<file path="config.mk">
export PLATFORM = sky130hd
export DESIGN_NAME = i2c_fram_transaction_master_top_flat
export DESIGN_NICKNAME = d
export VERILOG_FILES = /design/src/rtl/core/ifm_pkg.sv /design/src/rtl/core/ifm_stream_if.sv /design/src/rtl/core/i2c_fram_transaction_master_top.sv /design/src/rtl/core/ifm_queue.sv /design/src/rtl/core/ifm_front.sv /design/src/rtl/core/ifm_engine.sv /design/src/flat_wrapper.sv
export SDC_FILE = /design/constraint.sdc
export NUM_CORES = 1
export LEC_CHECK = 0
export ABC_AREA = 1
export ABC_CLOCK_PERIOD_IN_PS = 6800
export BUFFER_PORTS_ARGS = -buffer_cell sky130_fd_sc_hd__buf_2
export CAP_MARGIN = 30
export CORE_ASPECT_RATIO = 2
export CORE_MARGIN = 4
export CORE_UTILIZATION = 32
export DETAILED_ROUTE_END_ITERATION = 7
export MAX_ROUTING_LAYER = met4
export PLACE_DENSITY = 0.59
export SYNTH_ARGS = -nofsm -noshare
export SYNTH_HDL_FRONTEND = slang
export SYNTH_SLANG_ARGS = --single-unit
</file>
<file path="constraint.sdc">
create_clock -name clock -period 6.8 [get_ports clock]
set_clock_uncertainty 0.05 [all_clocks]
set_input_delay 1.36 -clock clock [delete_from_list [all_inputs] [get_ports clock]]
set_output_delay 1.36 -clock clock [all_outputs]
set_load 0.05 [all_outputs]
</file>
<file path="src/rtl/core/ifm_pkg.sv">
`default_nettype none
package ifm_pkg;
   localparam int MaxTransferDefault = 131072;
   localparam int CntW = 18;
   localparam logic [7:0] BaseReset = 8'hA0;

   typedef enum logic [1:0] {ACT_TICK = 2'd0, ACT_START = 2'd1, ACT_DATA = 2'd2,
                             ACT_NONE = 2'd3} action_type;
   typedef enum logic [1:0] {OP_WRITE = 2'd0, OP_READ = 2'd1, OP_ERASE = 2'd2,
                             OP_BAD = 2'd3} op_type;
   typedef enum logic [1:0] {ST_OK = 2'd0, ST_BUSY = 2'd1, ST_NACK = 2'd2,
                             ST_BADDEV = 2'd3} status_type;
   typedef enum logic [3:0] {
      S_IDLE, S_STA_A, S_STA_B, S_STA_C, S_TX_DEV, S_TX_AHI, S_TX_ALO, S_RSTA_A,
      S_RSTA_B, S_RSTA_C, S_TX_DEVR, S_WAIT, S_TX_DATA, S_RX, S_STOP_0, S_STOP_1
   } seq_type;

   typedef struct packed {
      action_type action;
      op_type     op;
      logic [1:0] kind;
      logic [1:0] cs;
      logic [16:0] maddr;
      logic [CntW-1:0] cnt;
      logic [7:0] wbyte;
      logic       sda;
   } req_type;

   typedef struct packed {
      logic scl;
      logic sda;
      logic [7:0] rbyte;
      logic rvalid;
      logic need;
      logic busy;
      logic done;
      status_type status;
   } rsp_type;
endpackage
`default_nettype wire

</file>
<file path="src/rtl/core/ifm_stream_if.sv">
`default_nettype none
interface ifm_stream_if #(parameter int W = 1);
   logic valid;
   logic ready;
   logic [W-1:0] data;
   modport source (output valid, output data, input ready);
   modport sink (input valid, input data, output ready);
endinterface
`default_nettype wire

</file>
<file path="src/rtl/core/i2c_fram_transaction_master_top.sv">
`default_nettype none
// path: a request transfer passes the two-entry queue between front and engine, then the engine response register
// throughput: one request transfer per cycle while the queue has room and the engine can take it
// the engine takes a new transfer only while its response register is empty or is being taken
// reset: synchronous active high, engine idle, base 0xA0
module i2c_fram_transaction_master_top #(
   parameter int MAX_TRANSFER = ifm_pkg::MaxTransferDefault
) (
   input  wire logic clock,
   input  wire logic reset,
   ifm_stream_if.sink   req,
   ifm_stream_if.source rsp,
   input  wire logic csr_psel,
   input  wire logic csr_penable,
   input  wire logic csr_pwrite,
   input  wire logic [1:0] csr_paddr,
   input  wire logic [31:0] csr_pwdata,
   output logic [31:0] csr_prdata,
   output logic csr_pready
);
   import ifm_pkg::*;
   logic [7:0] base_ff;
   logic fq_valid, fq_ready, qe_valid, qe_ready;
   req_type fq_data, qe_data;
   rsp_type e_out;

   assign csr_pready = 1'b1;
   assign csr_prdata = csr_paddr == 2'd0 ? {24'd0, base_ff} : 32'd0;
   always_ff @(posedge clock) begin
      if (reset) base_ff <= BaseReset;
      else if (csr_psel && csr_penable && csr_pwrite && csr_paddr == 2'd0)
         base_ff <= csr_pwdata[7:0];
   end

   ifm_front #(.MAX_TRANSFER(MAX_TRANSFER)) u_front (
      .req, .q_valid(fq_valid), .q_ready(fq_ready), .q_data(fq_data));
   ifm_queue #(.W($bits(req_type))) u_queue (
      .clock, .reset, .in_valid(fq_valid), .in_ready(fq_ready), .in_data(fq_data),
      .out_valid(qe_valid), .out_ready(qe_ready), .out_data(qe_data));
   ifm_engine u_engine (
      .clock, .reset, .base(base_ff), .in_valid(qe_valid), .in_ready(qe_ready),
      .in_data(qe_data), .out_valid(rsp.valid), .out_ready(rsp.ready), .out_data(e_out));
   assign rsp.data = e_out;
endmodule
`default_nettype wire

</file>
<file path="src/rtl/core/ifm_queue.sv">
`default_nettype none
module ifm_queue #(parameter int W = 8) (
   input  wire logic clock,
   input  wire logic reset,
   input  wire logic in_valid,
   output logic      in_ready,
   input  wire logic [W-1:0] in_data,
   output logic      out_valid,
   input  wire logic out_ready,
   output logic [W-1:0] out_data
);
   logic [W-1:0] mem_ff [2];
   logic wp_ff, rp_ff;
   logic [1:0] cnt_ff;
   logic push, pop;
   assign in_ready = cnt_ff != 2'd2;
   assign out_valid = cnt_ff != 2'd0;
   assign out_data = mem_ff[rp_ff];
   assign push = in_valid && in_ready;
   assign pop = out_valid && out_ready;
   always_ff @(posedge clock) begin
      if (push) mem_ff[wp_ff] <= in_data;
      if (reset) begin
         wp_ff <= 1'b0; rp_ff <= 1'b0; cnt_ff <= 2'd0;
      end else begin
         if (push) wp_ff <= ~wp_ff;
         if (pop) rp_ff <= ~rp_ff;
         cnt_ff <= cnt_ff + {1'b0, push} - {1'b0, pop};
      end
   end
endmodule
`default_nettype wire

</file>
<file path="src/rtl/core/ifm_front.sv">
`default_nettype none
module ifm_front #(parameter int MAX_TRANSFER = 131072) (
   ifm_stream_if.sink req,
   output logic q_valid,
   input  wire logic q_ready,
   output ifm_pkg::req_type q_data
);
   import ifm_pkg::*;
   req_type r;
   logic [24:0] wide;
   assign r = req_type'(req.data);
   assign req.ready = q_ready;
   assign q_valid = req.valid;
   always_comb begin
      q_data = r;
      wide = {7'd0, r.cnt};
      if (wide > 25'(MAX_TRANSFER)) q_data.cnt = CntW'(MAX_TRANSFER);
   end
endmodule
`default_nettype wire

</file>
<file path="src/rtl/core/ifm_engine.sv">
`default_nettype none
module ifm_engine (
   input  wire logic clock,
   input  wire logic reset,
   input  wire logic [7:0] base,
   input  wire logic in_valid,
   output logic      in_ready,
   input  wire ifm_pkg::req_type in_data,
   output logic      out_valid,
   input  wire logic out_ready,
   output ifm_pkg::rsp_type out_data
);
   import ifm_pkg::*;
   seq_type s_ff, s_in;
   logic ph_ff, ph_in;
   logic [3:0] bi_ff, bi_in;
   logic [7:0] sh_ff, sh_in;
   logic [CntW-1:0] bl_ff, bl_in;
   logic [16:0] ad_ff, ad_in;
   logic [5:0] cmd_ff, cmd_in;
   status_type fs_ff, fs_in;
   logic ov_ff;
   rsp_type o_ff, o_in;
   logic go, istx;
   logic done;
   status_type sto;
   logic rv;
   logic [7:0] rb;
   logic [7:0] devb;
   logic bad;
   logic [16:0] mask;

   assign in_ready = !ov_ff || out_ready;
   assign go = in_valid && in_ready;
   assign out_valid = ov_ff;
   assign out_data = o_ff;
   assign istx = s_ff == S_TX_DEV || s_ff == S_TX_AHI || s_ff == S_TX_ALO ||
                 s_ff == S_TX_DEVR || s_ff == S_TX_DATA;

   always_comb begin
      devb = base;
      unique case (cmd_ff[3:2])
         2'd0: devb[1] = devb[1] | (ad_ff[15:8] != 8'd0);
         2'd3: begin
            devb[3:2] = devb[3:2] | cmd_ff[5:4];
            devb[1] = devb[1] | (ad_ff[16] != 1'b0);
         end
         default: devb[2:1] = devb[2:1] | cmd_ff[5:4];
      endcase
   end

   always_comb begin
      unique case (in_data.kind)
         2'd0: mask = 17'h001FF;
         2'd1: mask = 17'h01FFF;
         2'd2: mask = 17'h07FFF;
         default: mask = 17'h1FFFF;
      endcase
      bad = in_data.op == OP_BAD || (in_data.kind == 2'd0 && in_data.cs != 2'd0) ||
            ((in_data.kind == 2'd1 || in_data.kind == 2'd2) && in_data.cs[1]);
   end

   always_comb begin
      s_in = s_ff; ph_in = ph_ff; bi_in = bi_ff; sh_in = sh_ff; bl_in = bl_ff;
      ad_in = ad_ff; cmd_in = cmd_ff; fs_in = fs_ff;
      done = 1'b0; sto = ST_OK; rv = 1'b0; rb = 8'd0;
      if (in_data.action == ACT_START && s_ff == S_IDLE) begin
         if (in_data.op == OP_READ && in_data.cnt == '0) done = 1'b1;
         else if (bad) begin done = 1'b1; sto = ST_BADDEV; end
         else begin
            cmd_in = {in_data.cs, in_data.kind, in_data.op};
            ad_in = in_data.maddr & mask;
            bl_in = in_data.cnt; fs_in = ST_OK; s_in = S_STA_A;
         end
      end else if (in_data.action == ACT_DATA && s_ff == S_WAIT) begin
         s_in = S_TX_DATA; sh_in = in_data.wbyte; bi_in = 4'd0; ph_in = 1'b0;
      end else if (in_data.action == ACT_TICK) begin
         if (istx || s_ff == S_RX) begin
            if (!ph_ff) ph_in = 1'b1;
            else if (bi_ff < 4'd8) begin
               if (s_ff == S_RX) begin
                  sh_in = {sh_ff[6:0], in_data.sda};
                  if (bi_ff == 4'd7) begin rv = 1'b1; rb = sh_in; end
               end
               bi_in = bi_ff + 4'd1; ph_in = 1'b0;
            end else if (s_ff == S_RX) begin
               if (bl_ff != '0) bl_in = bl_ff - 1'b1;
               if (bl_in == '0) begin fs_in = ST_OK; s_in = S_STOP_0; end
               else begin bi_in = 4'd0; ph_in = 1'b0; sh_in = 8'd0; end
            end else if (in_data.sda) begin
               fs_in = ST_NACK; s_in = S_STOP_0;
            end else begin
               bi_in = 4'd0; ph_in = 1'b0;
               if (s_ff == S_TX_DEV) begin
                  if (cmd_ff[3:2] == 2'd0) begin s_in = S_TX_ALO; sh_in = ad_ff[7:0]; end
                  else begin s_in = S_TX_AHI; sh_in = ad_ff[15:8]; end
               end else if (s_ff == S_TX_AHI) begin
                  s_in = S_TX_ALO; sh_in = ad_ff[7:0];
               end else if (s_ff == S_TX_DEVR) begin
                  s_in = S_RX; sh_in = 8'd0;
               end else if (s_ff == S_TX_ALO && cmd_ff[1:0] == OP_READ) begin
                  s_in = S_RSTA_A;
               end else begin
                  if (s_ff == S_TX_DATA && bl_ff != '0) bl_in = bl_ff - 1'b1;
                  if (bl_in == '0) begin fs_in = ST_OK; s_in = S_STOP_0; end
                  else if (cmd_ff[1:0] == OP_WRITE) s_in = S_WAIT;
                  else begin s_in = S_TX_DATA; sh_in = 8'd0; end
               end
            end
         end else begin
            unique case (s_ff)
               S_STA_A, S_RSTA_A:
                  if (!in_data.sda) begin fs_in = ST_BUSY; s_in = S_STOP_0; end
                  else s_in = seq_type'(s_ff + 4'd1);
               S_STA_B, S_RSTA_B:
                  if (in_data.sda) begin fs_in = ST_BUSY; s_in = S_STOP_0; end
                  else s_in = seq_type'(s_ff + 4'd1);
               S_STA_C: begin s_in = S_TX_DEV; sh_in = devb; bi_in = 4'd0; ph_in = 1'b0; end
               S_RSTA_C: begin
                  s_in = S_TX_DEVR; sh_in = devb | 8'h01; bi_in = 4'd0; ph_in = 1'b0;
               end
               S_STOP_0: s_in = S_STOP_1;
               S_STOP_1: begin s_in = S_IDLE; done = 1'b1; sto = fs_ff; end
               default: ;
            endcase
         end
      end
   end

   always_comb begin
      o_in = '0;
      o_in.rbyte = rb; o_in.rvalid = rv; o_in.done = done;
      o_in.status = done ? sto : ST_OK;
      o_in.need = s_in == S_WAIT;
      o_in.busy = s_in != S_IDLE;
      unique case (s_in)
         S_TX_DEV, S_TX_AHI, S_TX_ALO, S_TX_DEVR, S_TX_DATA: begin
            o_in.scl = ph_in;
            o_in.sda = bi_in < 4'd8 ? sh_in[3'(4'd7 - bi_in)] : 1'b1;
         end
         S_RX: begin
            o_in.scl = ph_in;
            o_in.sda = bi_in < 4'd8 ? 1'b1 : (bl_in <= CntW'(1));
         end
         S_STA_B, S_RSTA_B, S_STOP_1: begin o_in.scl = 1'b1; o_in.sda = 1'b0; end
         S_STA_C, S_RSTA_C, S_STOP_0: begin o_in.scl = 1'b0; o_in.sda = 1'b0; end
         S_WAIT: begin o_in.scl = 1'b0; o_in.sda = 1'b1; end
         default: begin o_in.scl = 1'b1; o_in.sda = 1'b1; end
      endcase
   end

   always_ff @(posedge clock) begin
      if (go) o_ff <= o_in;
      if (reset) begin
         s_ff <= S_IDLE; ph_ff <= 1'b0; bi_ff <= 4'd0; sh_ff <= 8'd0; bl_ff <= '0;
         ad_ff <= '0; cmd_ff <= '0; fs_ff <= ST_OK; ov_ff <= 1'b0;
      end else begin
         if (go) begin
            s_ff <= s_in; ph_ff <= ph_in; bi_ff <= bi_in; sh_ff <= sh_in;
            bl_ff <= bl_in; ad_ff <= ad_in; cmd_ff <= cmd_in; fs_ff <= fs_in;
            ov_ff <= 1'b1;
         end else if (out_ready) ov_ff <= 1'b0;
      end
   end

`ifndef NO_ASSERTIONS
   a_bits: assert property (@(posedge clock) disable iff (reset) bi_ff <= 4'd8)
      else $error("bit index overflow");
   a_hold: assert property (@(posedge clock) disable iff (reset)
      ov_ff && !out_ready |=> $stable(o_ff)) else $error("result changed while stalled");
   a_busy: assert property (@(posedge clock) disable iff (reset)
      ov_ff && o_ff.done |-> !o_ff.busy) else $error("done while busy");
`endif
endmodule
`default_nettype wire

</file>
<file path="src/flat_wrapper.sv">
// flat-port wrapper written by rule: the top's interface ports become plain ports
module i2c_fram_transaction_master_top_flat import ifm_pkg::*;
#(
   parameter int MAX_TRANSFER = ifm_pkg::MaxTransferDefault
)
  (clock, reset, csr_psel, csr_penable, csr_pwrite, csr_paddr, csr_pwdata, csr_prdata, csr_pready, req_valid, req_data, req_ready, rsp_valid, rsp_data, rsp_ready);
  ifm_stream_if #(.W($bits(req_type))) req_i ();
  ifm_stream_if #(.W($bits(rsp_type))) rsp_i ();
  input  wire logic clock;
  input  wire logic reset;
  input  wire logic csr_psel;
  input  wire logic csr_penable;
  input  wire logic csr_pwrite;
  input  wire logic [1:0] csr_paddr;
  input  wire logic [31:0] csr_pwdata;
  output logic [31:0] csr_prdata;
  output logic csr_pready;
  input wire logic [$bits(req_i.valid)-1:0] req_valid;
  input wire logic [$bits(req_i.data)-1:0] req_data;
  output wire logic [$bits(req_i.ready)-1:0] req_ready;
  output wire logic [$bits(rsp_i.valid)-1:0] rsp_valid;
  output wire logic [$bits(rsp_i.data)-1:0] rsp_data;
  input wire logic [$bits(rsp_i.ready)-1:0] rsp_ready;
  assign req_i.valid = req_valid;
  assign req_i.data = req_data;
  assign req_ready = req_i.ready;
  assign rsp_valid = rsp_i.valid;
  assign rsp_data = rsp_i.data;
  assign rsp_i.ready = rsp_ready;
  i2c_fram_transaction_master_top #(.MAX_TRANSFER(MAX_TRANSFER)) u_core (.clock(clock), .reset(reset), .req(req_i), .rsp(rsp_i), .csr_psel(csr_psel), .csr_penable(csr_penable), .csr_pwrite(csr_pwrite), .csr_paddr(csr_paddr), .csr_pwdata(csr_pwdata), .csr_prdata(csr_prdata), .csr_pready(csr_pready));
endmodule
</file>
==> results.ini, run 1 <==
[flow_run]
maxCapViolations=0

[timing]
maxSlewHeadroom_pct=51.17
rsz0062_at_grt=false
period_needed_ps=4689
hold_violations=0
fmax_mhz=213.3
setup_viol_count_final=0
period_share_pct=68.95
worst_pin_slew_ps=731.6
setup_tns_ps=0
slew_violations=0

[clock_tree]
clk_path_buf_depth=2
h-tree-depth=4
cts_setup_buffers=0
cts_hold_buf=0
worst_skew_pair.late_latency_ps=470
cts_resized=0
clock-root-buffer=clkbuf_16
cts.clk_slew.worst_paths_ps=80
cts_tree=done
numCtsBuffers=17
cts.sinks=194

[route]
vias=10190
avgRoutedWirePerCell_um=17.62
wl_mm=35.63
drt-initial-drc-count=775
route.detailed.drc=0
via_per_inst=5.041
dr.pass1.iters=5
ant_nets=0

[floorplanning]
num_rows=97
start_util_pct=32.40
ios=144
die-area_um2=38780
coreArea_um2=35070
die-height_um=274.5
die_x_um=141.3

[pwr]
ir_drop_mv=0.3757
leakagePower_nw=5.423
power_density_nw_per_um2=469.5

[critical_path]
worstPathCellList=inv_1 > ha_1 > inv_1 > nor2_2 > nor2_1 > inv_2 > nor4_2 > nand2_4 > nand2_2 > nor2_4 > inv_2 > a21oi_2 > buf_4 > o21ai_0 > o22ai_1 > a21oi_1 > nand2_1 > nor2_1 > nand3_1 > nand2_1 > nand2_1 > nand2_1 > nor2_1 > nand2_1
cp-start-kind=flop
reg2reg_slack_ps=2110
critical_path_buf_inv_count=5
worstSetupEndpointType=flop
required_ps=6970
max_stage_delay_ps=510
crit_fanout=26
cp_common_cell=nand2_1
cp.arrival_ps=4860
cp_slowest_cell=nor2_2
cp_top_family=simple AND/OR/NAND/NOR gates
path_class=flop to flop

[placed_design]
gp_congestion=0.9454
post-dp-hpwl_mm=26.93
port_buffers=94
placed_cell_area_um2=12180

[finish]
final_core_util_pct=36.49
final_cell_mix=nand2_1 (331), inv_1 (176), nor2_1 (136), o21ai_0 (132), a21oi_1 (128)
areaGrowthSynthToFinish_pct=12.61
drive_above_1_share_pct=13.44
final_common_cell=nand2_1
layout.nets=1671
n_antenna_cell=0
final_cell_area_um2=12800

[global_route]
grt-ovfl-total=0
grt_max_degree=55
grt_pass1_vias=9982
grt_util_all_layers_pct=18.95
grt_pass1_wl_mm=55.29
antenna_found_initial=0

[min_path]
min_path_type=flop to flop

[yosys]
seq_area_frac_synth_pct=44.74
avgSynthCellArea_um2=7.587
ys_ff_latch=194
syn_inst=1498
netlist_area_um2=11360
yosys_warnings=0
synthDistinctLibCells=53

[outcome]
status=completed

==> sequential cells by signal, summed over array words and instances (netlist names), named ones only <==
| name | count |
|---|---|
| u_core.u_engine.s_ff | 4 |
| u_core.u_queue.wp_ff | 1 |
| u_core.u_engine.bi_ff | 4 |
| u_core.u_engine.out_valid | 1 |
| u_core.u_engine.fs_ff | 2 |
| u_core.u_queue.cnt_ff | 2 |
| u_core.u_engine.cmd_ff | 6 |
| u_core.u_engine.bl_ff | 18 |
| u_core.u_queue.rp_ff | 1 |
| u_core.u_engine.ph_ff | 1 |
| u_core.base_ff | 8 |
| u_core.u_engine.sh_ff | 8 |
| u_core.u_engine.out_data | 16 |
| u_core.u_engine.ad_ff | 17 |
| u_core.u_queue.mem_ff | 104 |
==> cells in the mapped netlist (all sizes together) <==
cell type,number,area (µm²)
a21boi,1,7.510
nor2,155,659.4
mux2i,10,100.1
or4,1,7.510
o221ai,3,26.28
ha,14,175.2
inv,190,713.2
o31ai,6,45.04
o21ai,150,758.2
o211ai,27,202.7
o2111ai,1,8.760
nand3b,3,22.52
o21bai,1,7.510
xnor2,1,8.760
conb,2,7.510
dfxtp,74,1481
a221oi,1,8.760
a211oi,6,45.04
o311ai,1,8.760
xor2,1,8.760
nand3,78,402.9
buf,44,309.0
o21a,1,7.510
or2,11,68.82
and2,1,6.260
a2111oi,1,8.760
o22ai,6,37.54
o32ai,3,26.28
a31oi,16,100.1
a21oi,132,671.9
edfxtp,120,3603
clkinv,2,7.510
nor3,10,50.05
nand2,345,1350
nor4,12,93.84
a22oi,2,15.01
clkbuf,45,168.9
a311oi,1,8.760
nand4,20,125.1
==> final timing paths <==
path,from,endpoint,depth (start not counted)
max,u_core.u_engine.s_ff[0],u_core.u_engine.out_data[14],24
min,u_core.u_queue.rp_ff,flop,1
max reg2reg,u_core.u_engine.s_ff[0],u_core.u_engine.out_data[14],24
min reg2reg,u_core.u_queue.rp_ff,flop,1
==> cell type report <==
type | count | area (µm²)
Inverter | 192 | 720.7
Clock inverter | 14 | 162.7
Sequential cell | 194 | 5086
Tap cell | 445 | 556.8
Clock buffer | 18 | 450.4
Fill cell | 3697 | 22280
Timing Repair Buffer | 113 | 613.1
Multi-Input combinational cell | 1046 | 5207
==> cell families (layout without fill, tap and decap cells) <==
| family | after synthesis | in the layout | share of synthesized area (%) |
|---|---|---|---|
| and+or+nand+nor | 636 | 636 | 24.52 |
| buffers and inverters | 281 | 337 | 10.55 |
| muxes | 10 | 10 | 0.8808 |
| DFF | 194 | 194 | 44.74 |
| AOI/OAI and AO/OA | 359 | 359 | 17.55 |
| other | 2 | 25 | 0.06608 |
| adders and majority gates | 14 | 14 | 1.541 |
| xor gates and xnor gates | 2 | 2 | 0.1542 |
==> power breakdown <==
| group | switching (W) | leakage, nW | internal [W] |
|---|---|---|---|
| registers | 0.000228 | 1.74 | 0.00155 |
| clock network | 0.000511 | 0.298 | 0.000547 |
| logic | 0.00229 | 3.38 | 0.000885 |
| total | 0.00303 | 5.42 | 0.00298 |
==> metrics by stage <==
stage               worst slack, ps  power, W  hold slack [ps]  instances
global route                   1644  0.006484            404.7       2022
finish                         2111  0.006008            397.2       2022
detailed placement             2130  0.004955            383.7       1990
CTS                            2105  0.006018            395.1       2022
global placement               2099  0.004935            376.2       1989
floorplan                      2605  0.004045            376.5       1521
==> metal layers <==
layer,track usage (%),wire length [µm],vias up
met5,-,0,-
met4,12.30,2206,0
met3,2.147,1331,97
met2,34.19,19160,291
met1,19.07,12930,4676
li1,-,-,5129
(Power assumes the default switching activity.)
==> inputs of run 2 (changes only) <==
ABC_CLOCK_PERIOD_IN_PS = 4200   (was 6800)
PLACE_DENSITY = 0.61   (was 0.59)
clock period = 4.2 ns   (was 6.8 ns; I/O delays follow)
==> results.ini, run 2 (same netlist as run 1, synthesis figures left out) <==
[timing]
fmax_mhz=255.2
setup_tns_ps=0
period_needed_ps=3919
slew_violations=0
hold_violations=0
worst_pin_slew_ps=656.3
rsz0062_at_grt=false
period_share_pct=93.31
final.setup.worst_slack_ps=281.2
setup_viol_count_final=0
maxSlewHeadroom_pct=56.25

[critical_path]
cp-start-kind=flop
worstSetupEndpointType=flop
cp.arrival_ps=4080
path_class=flop to flop
crit_fanout=7
required_ps=4370

[floorplanning]
die-area_um2=38780
num_rows=97
ios=144
coreArea_um2=35070
die-height_um=274.5
die_x_um=141.3
start_util_pct=32.40

[pwr]
power_density_nw_per_um2=766.7
finalPower_w=0.01003
ir_drop_mv=0.4836
leakagePower_nw=5.605

[flow_run]
maxCapViolations=0

[min_path]
min_path_type=flop to flop

[placed_design]
post-dp-hpwl_mm=28.48
port_buffers=94
gp_congestion=0.9582
place_ws_ps=171.4
placedCellCount=2026

[clock_tree]
cts_hold_buf=0
h-tree-depth=4
clk_path_buf_depth=2
cts_setup_buffers=0
cts.clk_slew.worst_paths_ps=90
numCtsBuffers=17
cts.sinks=194
clock-root-buffer=clkbuf_16
worst_skew_pair.late_latency_ps=460
cts_tree=done
cts_resized=0

[global_route]
grt_pass1_vias=10090
antenna_found_initial=1
grt_pass1_wl_mm=56.10
grt_max_degree=53
grt-ovfl-total=0
grt_util_all_layers_pct=19.39

[outcome]
status=completed

[route]
avgRoutedWirePerCell_um=18.00
vias=10500
route.detailed.drc=0
dr.pass1.iters=5
via_per_inst=5.102
drt-initial-drc-count=855
ant_nets=0
wl_mm=37.03

[finish]
layout.nets=1707
layout.cells.non_filler=2057
n_antenna_cell=0
regMostFlops=u_core.u_queue.mem_ff
largest_register_ffs=104
final_common_cell=nand2_1
drive_above_1_share_pct=15.45
final_cell_mix=nand2_1 (331), inv_1 (175), nor2_1 (136), o21ai_0 (130), a21oi_1 (128)
areaGrowthSynthToFinish_pct=15.16
biggestRegsByFlops=u_core.u_queue.mem_ff x104, u_core.u_engine.bl_ff x18, u_core.u_engine.ad_ff x17
final_core_util_pct=37.31

## run 2: cell types whose count changed in the layout (fill, tap and decap cells not counted), moves of 2 or more
| cell | change |
|---|---|
| o21ai_0 | -2 |
| clkinv_4 | -4 |
| inv_6 | +4 |
| inv_8 | -4 |
| o21ai_1 | +2 |
| buf_4 | +35 |
## run 2: routing by layer
layer	track usage (%)	part of all wire, %	vias to the layer above
met2	36.67	55	332
met5	-	0	-
met3	2.513	3.7	98
met4	10.72	5.9	0
met1	18.64	35	4876
li1	-	-	5189
## run 2: power by group
| part | switching, W | leakage, nW | internal [W] |
|---|---|---|---|
| Sequential | 0.000300 | 1.74 | 0.00251 |
| Clock | 0.000769 | 0.294 | 0.000917 |
| Combinational | 0.00389 | 3.57 | 0.00164 |
## run 2: final timing paths
check                           startpoint  slack, ps                           end  cells after the start
setup / recovery  u_core.u_engine.bl_ff[1]        280  u_core.u_engine.out_data[14]                     23
hold / removal        u_core.u_queue.rp_ff        400          u_core.u_queue.rp_ff                      1
setup reg to reg  u_core.u_engine.bl_ff[1]        280  u_core.u_engine.out_data[14]                     23
hold reg to reg       u_core.u_queue.rp_ff        400          u_core.u_queue.rp_ff                      1
## run 2: cell type report
type	instances	area, µm²
clock buffer	21	493.0
clock inverter	10	107.6
fill	3648	21990
inverter	192	720.7
multi-input combinational	1046	5226
sequential	194	5087
tap	445	556.8
timing repair buffer	149	895.9
## run 2: critical path: stages (launching register included)
cell     delay, ps
dfxtp_1        320
inv_1          130
ha_1           240
nand2_1        200
o21ai_1        360
nand2_1        130
nand2_1        110
nand2_1         60
nor2_1         170
nand4_1        280
nand2_2        210
nand3_4        110
nand2_4        130
nand2_1        100
o21ai_2        140
inv_2           50
nor2_4         110
nand2_2        130
nand3_1        120
nand2_1        120
a21oi_1        140
nand2_1        110
nand2_1         90
nand2_1         50
## run 2: per-stage QoR
step                cell area [µm²]  hold WS [ps]
finish                        13090         404.9
global route                  13090         439.7
CTS                           13070         408.0
detailed placement            12470         400.8
global placement              12470         382.9
floorplan                     11450         376.5
==> inputs of run 3 (changes only) <==
ABC_CLOCK_PERIOD_IN_PS = 3700   (was 4200)
CTS_BUF_LIST = sky130_fd_sc_hd__clkbuf_16   (was not set)
MAX_ROUTING_LAYER = not set   (was met4)
PLACE_DENSITY = 0.59   (was 0.61)
clock period = 3.7 ns   (was 4.2 ns; I/O delays follow)
==> results.ini, run 3 (same netlist as run 1, synthesis figures left out) <==
[global_route]
use_met2_pct=37.35
grt-ovfl-total=0
grt_util_met1_pct=19.08
grt_util_met3_pct=2.094
antenna_found_initial=0
grt_util_all_layers_pct=19.32
grt_max_degree=54
busiest_layer=met2
grt_pass1_wl_mm=57.59
grt_pass1_vias=10520

[finish]
final-seq-area_um2=5087
layout.nets=1810
nFillCells=3602
multi_input_comb_area_um2=5341
largest_register_ffs=104
biggestRegsByFlops=u_core.u_queue.mem_ff x104, u_core.u_engine.bl_ff x18, u_core.u_engine.ad_ff x17
n_antenna_cell=0
layout.cells.non_filler=2161
drive_above_1_share_pct=21.79
final_common_cell=nand2_1
final_cell_mix=nand2_1 (324), inv_1 (174), buf_4 (154), nor2_1 (128), o21ai_0 (128)
areaGrowthSynthToFinish_pct=22.94
regMostFlops=u_core.u_queue.mem_ff

[pwr]
leakagePower_nw=6.101
ir_drop_mv=0.4270
power_density_nw_per_um2=892.6

[floorplanning]
die-area_um2=38780
die_x_um=141.3
coreArea_um2=35070
num_rows=97
die-height_um=274.5
ios=144
start_util_pct=32.40

[clock_tree]
numCtsBuffers=17
worst_skew_pair.late_latency_ps=460
h-tree-depth=4
cts_hold_buf=0
clk_path_buf_depth=2
cts.clk_slew.worst_paths_ps=90
clock-root-buffer=clkbuf_16
cts.sinks=194
cts_tree=done

[min_path]
hold_start=u_core.u_queue.rp_ff
worstHoldPathCells=1
min_path_type=flop to flop

[route]
drt-initial-drc-count=783
avgRoutedWirePerCell_um=17.61
via_per_inst=5.047
route.detailed.drc=0
wl_mm=38.05
vias=10910
ant_nets=0
dr.pass1.iters=7

[critical_path]
required_ps=3860
crit_fanout=8
path_class=flop to flop
reg2reg_depth=27
rr_endpoint=u_core.u_engine.out_data[14]
cp-start-kind=flop
worstSetupEndpointType=flop
reg2reg_slack_ps=210
cp.arrival_ps=3660
crit-reg2reg-launch=u_core.u_engine.bl_ff[0]

[timing]
maxSlewHeadroom_pct=52.45
fmax_mhz=286.2
setup_viol_count_final=0
period_share_pct=94.45
hold_violations=0
setup_tns_ps=0
period_needed_ps=3495
slew_violations=0
worst_pin_slew_ps=713.3

[outcome]
status=completed

[flow_run]
maxCapViolations=0

[placed_design]
port_buffers=94
post-dp-hpwl_mm=29.12
gp_congestion=0.9820
placedCellCount=2121

run 3: cell types whose count changed in the layout (fill, tap and decap cells not counted), moves of 4 or more:
cell | previous run | this run
nand2_2 | 10 | 16
nor2_1 | 136 | 128
buf_4 | 54 | 154
nand2_1 | 331 | 324
nor2_2 | 9 | 13
nor2_4 | 10 | 14
run 3: final cells by class:
cell class	count	area share, %
Multi-Input combinational cell	1047	38.23
Sequential cell	194	36.41
Timing Repair Buffer	251	11.95
Inverter	192	5.158
Tap cell	445	3.985
Clock buffer	17	3.045
Clock inverter	15	1.227
run 3: what timing repair did:
item | CTS | global route
buffers inserted | 2 | 5
pin swaps | 1 | 12
gates cloned | 0 | 1
endpoints found under the hold margin | 0 | 0
endpoints found under the setup margin | 3 | 5
gates resized for setup | 3 | 36
run 3: report_power, final:
| group | switching [W] | total, W | internal [W] |
|---|---|---|---|
| registers | 0.000285 | 0.00314 | 0.00285 |
| logic | 0.00481 | 0.00745 | 0.00264 |
| clock network | 0.000925 | 0.00189 | 0.000965 |
run 3: worst max-delay path: stages (launching register included):
cell	delay, ps
dfxtp_1	330
inv_2	80
ha_1	140
nand3_1	110
nor2_4	250
nand2_8	120
buf_4	160
nand2_1	70
nand2_1	70
nand3_1	100
nor2_1	70
nand4_1	180
nand2_2	110
nand3_4	110
nand2_4	50
buf_4	180
a21oi_1	120
nand2_1	70
nand2_1	60
nand2_1	50
nand2_1	70
nand3_1	150
nand3_1	110
nand2_1	90
a21oi_1	130
nand2_1	80
nand2_1	70
nand2_1	50
run 3: worst max-delay path by stage:
stage                                   from                      endpoint  cells after the start
finish              u_core.u_engine.bl_ff[0]  u_core.u_engine.out_data[14]                     27
CTS                  u_core.u_engine.s_ff[1]  u_core.u_engine.out_data[14]                     26
global placement    u_core.u_engine.bl_ff[1]  u_core.u_engine.out_data[14]                     27
floorplan           u_core.u_queue.cnt_ff[0]   u_core.u_queue.mem_ff[1][0]                      4
global route        u_core.u_engine.bl_ff[0]  u_core.u_engine.out_data[14]                     27
detailed placement  u_core.u_engine.bl_ff[1]  u_core.u_engine.out_data[15]                     24
run 3: routing by layer:
| layer | vias to the layer above | wire [µm] |
|---|---|---|
| met2 | 340 | 20950 |
| met3 | 125 | 1308 |
| met5 | - | 0 |
| met4 | 0 | 2562 |
| li1 | 5398 | - |
| met1 | 5043 | 13230 |
run 3: per-stage QoR:
stage          hold WS, ps  utilization [%]  worst slack [ps]  instance area [µm²]  power [W]
5_1_grt              407.0            39.84           -0.8988                13970    0.01336
3_3_place_gp         376.2            37.58            -17.05                13180    0.01021
6_report             399.7            39.84             205.5                13970    0.01247
3_5_place_dp         385.9            37.58            -84.00                13180    0.01026
4_1_cts              396.3            39.34             7.460                13800    0.01223
2_1_floorplan        376.5                -             51.91                11450   0.007435
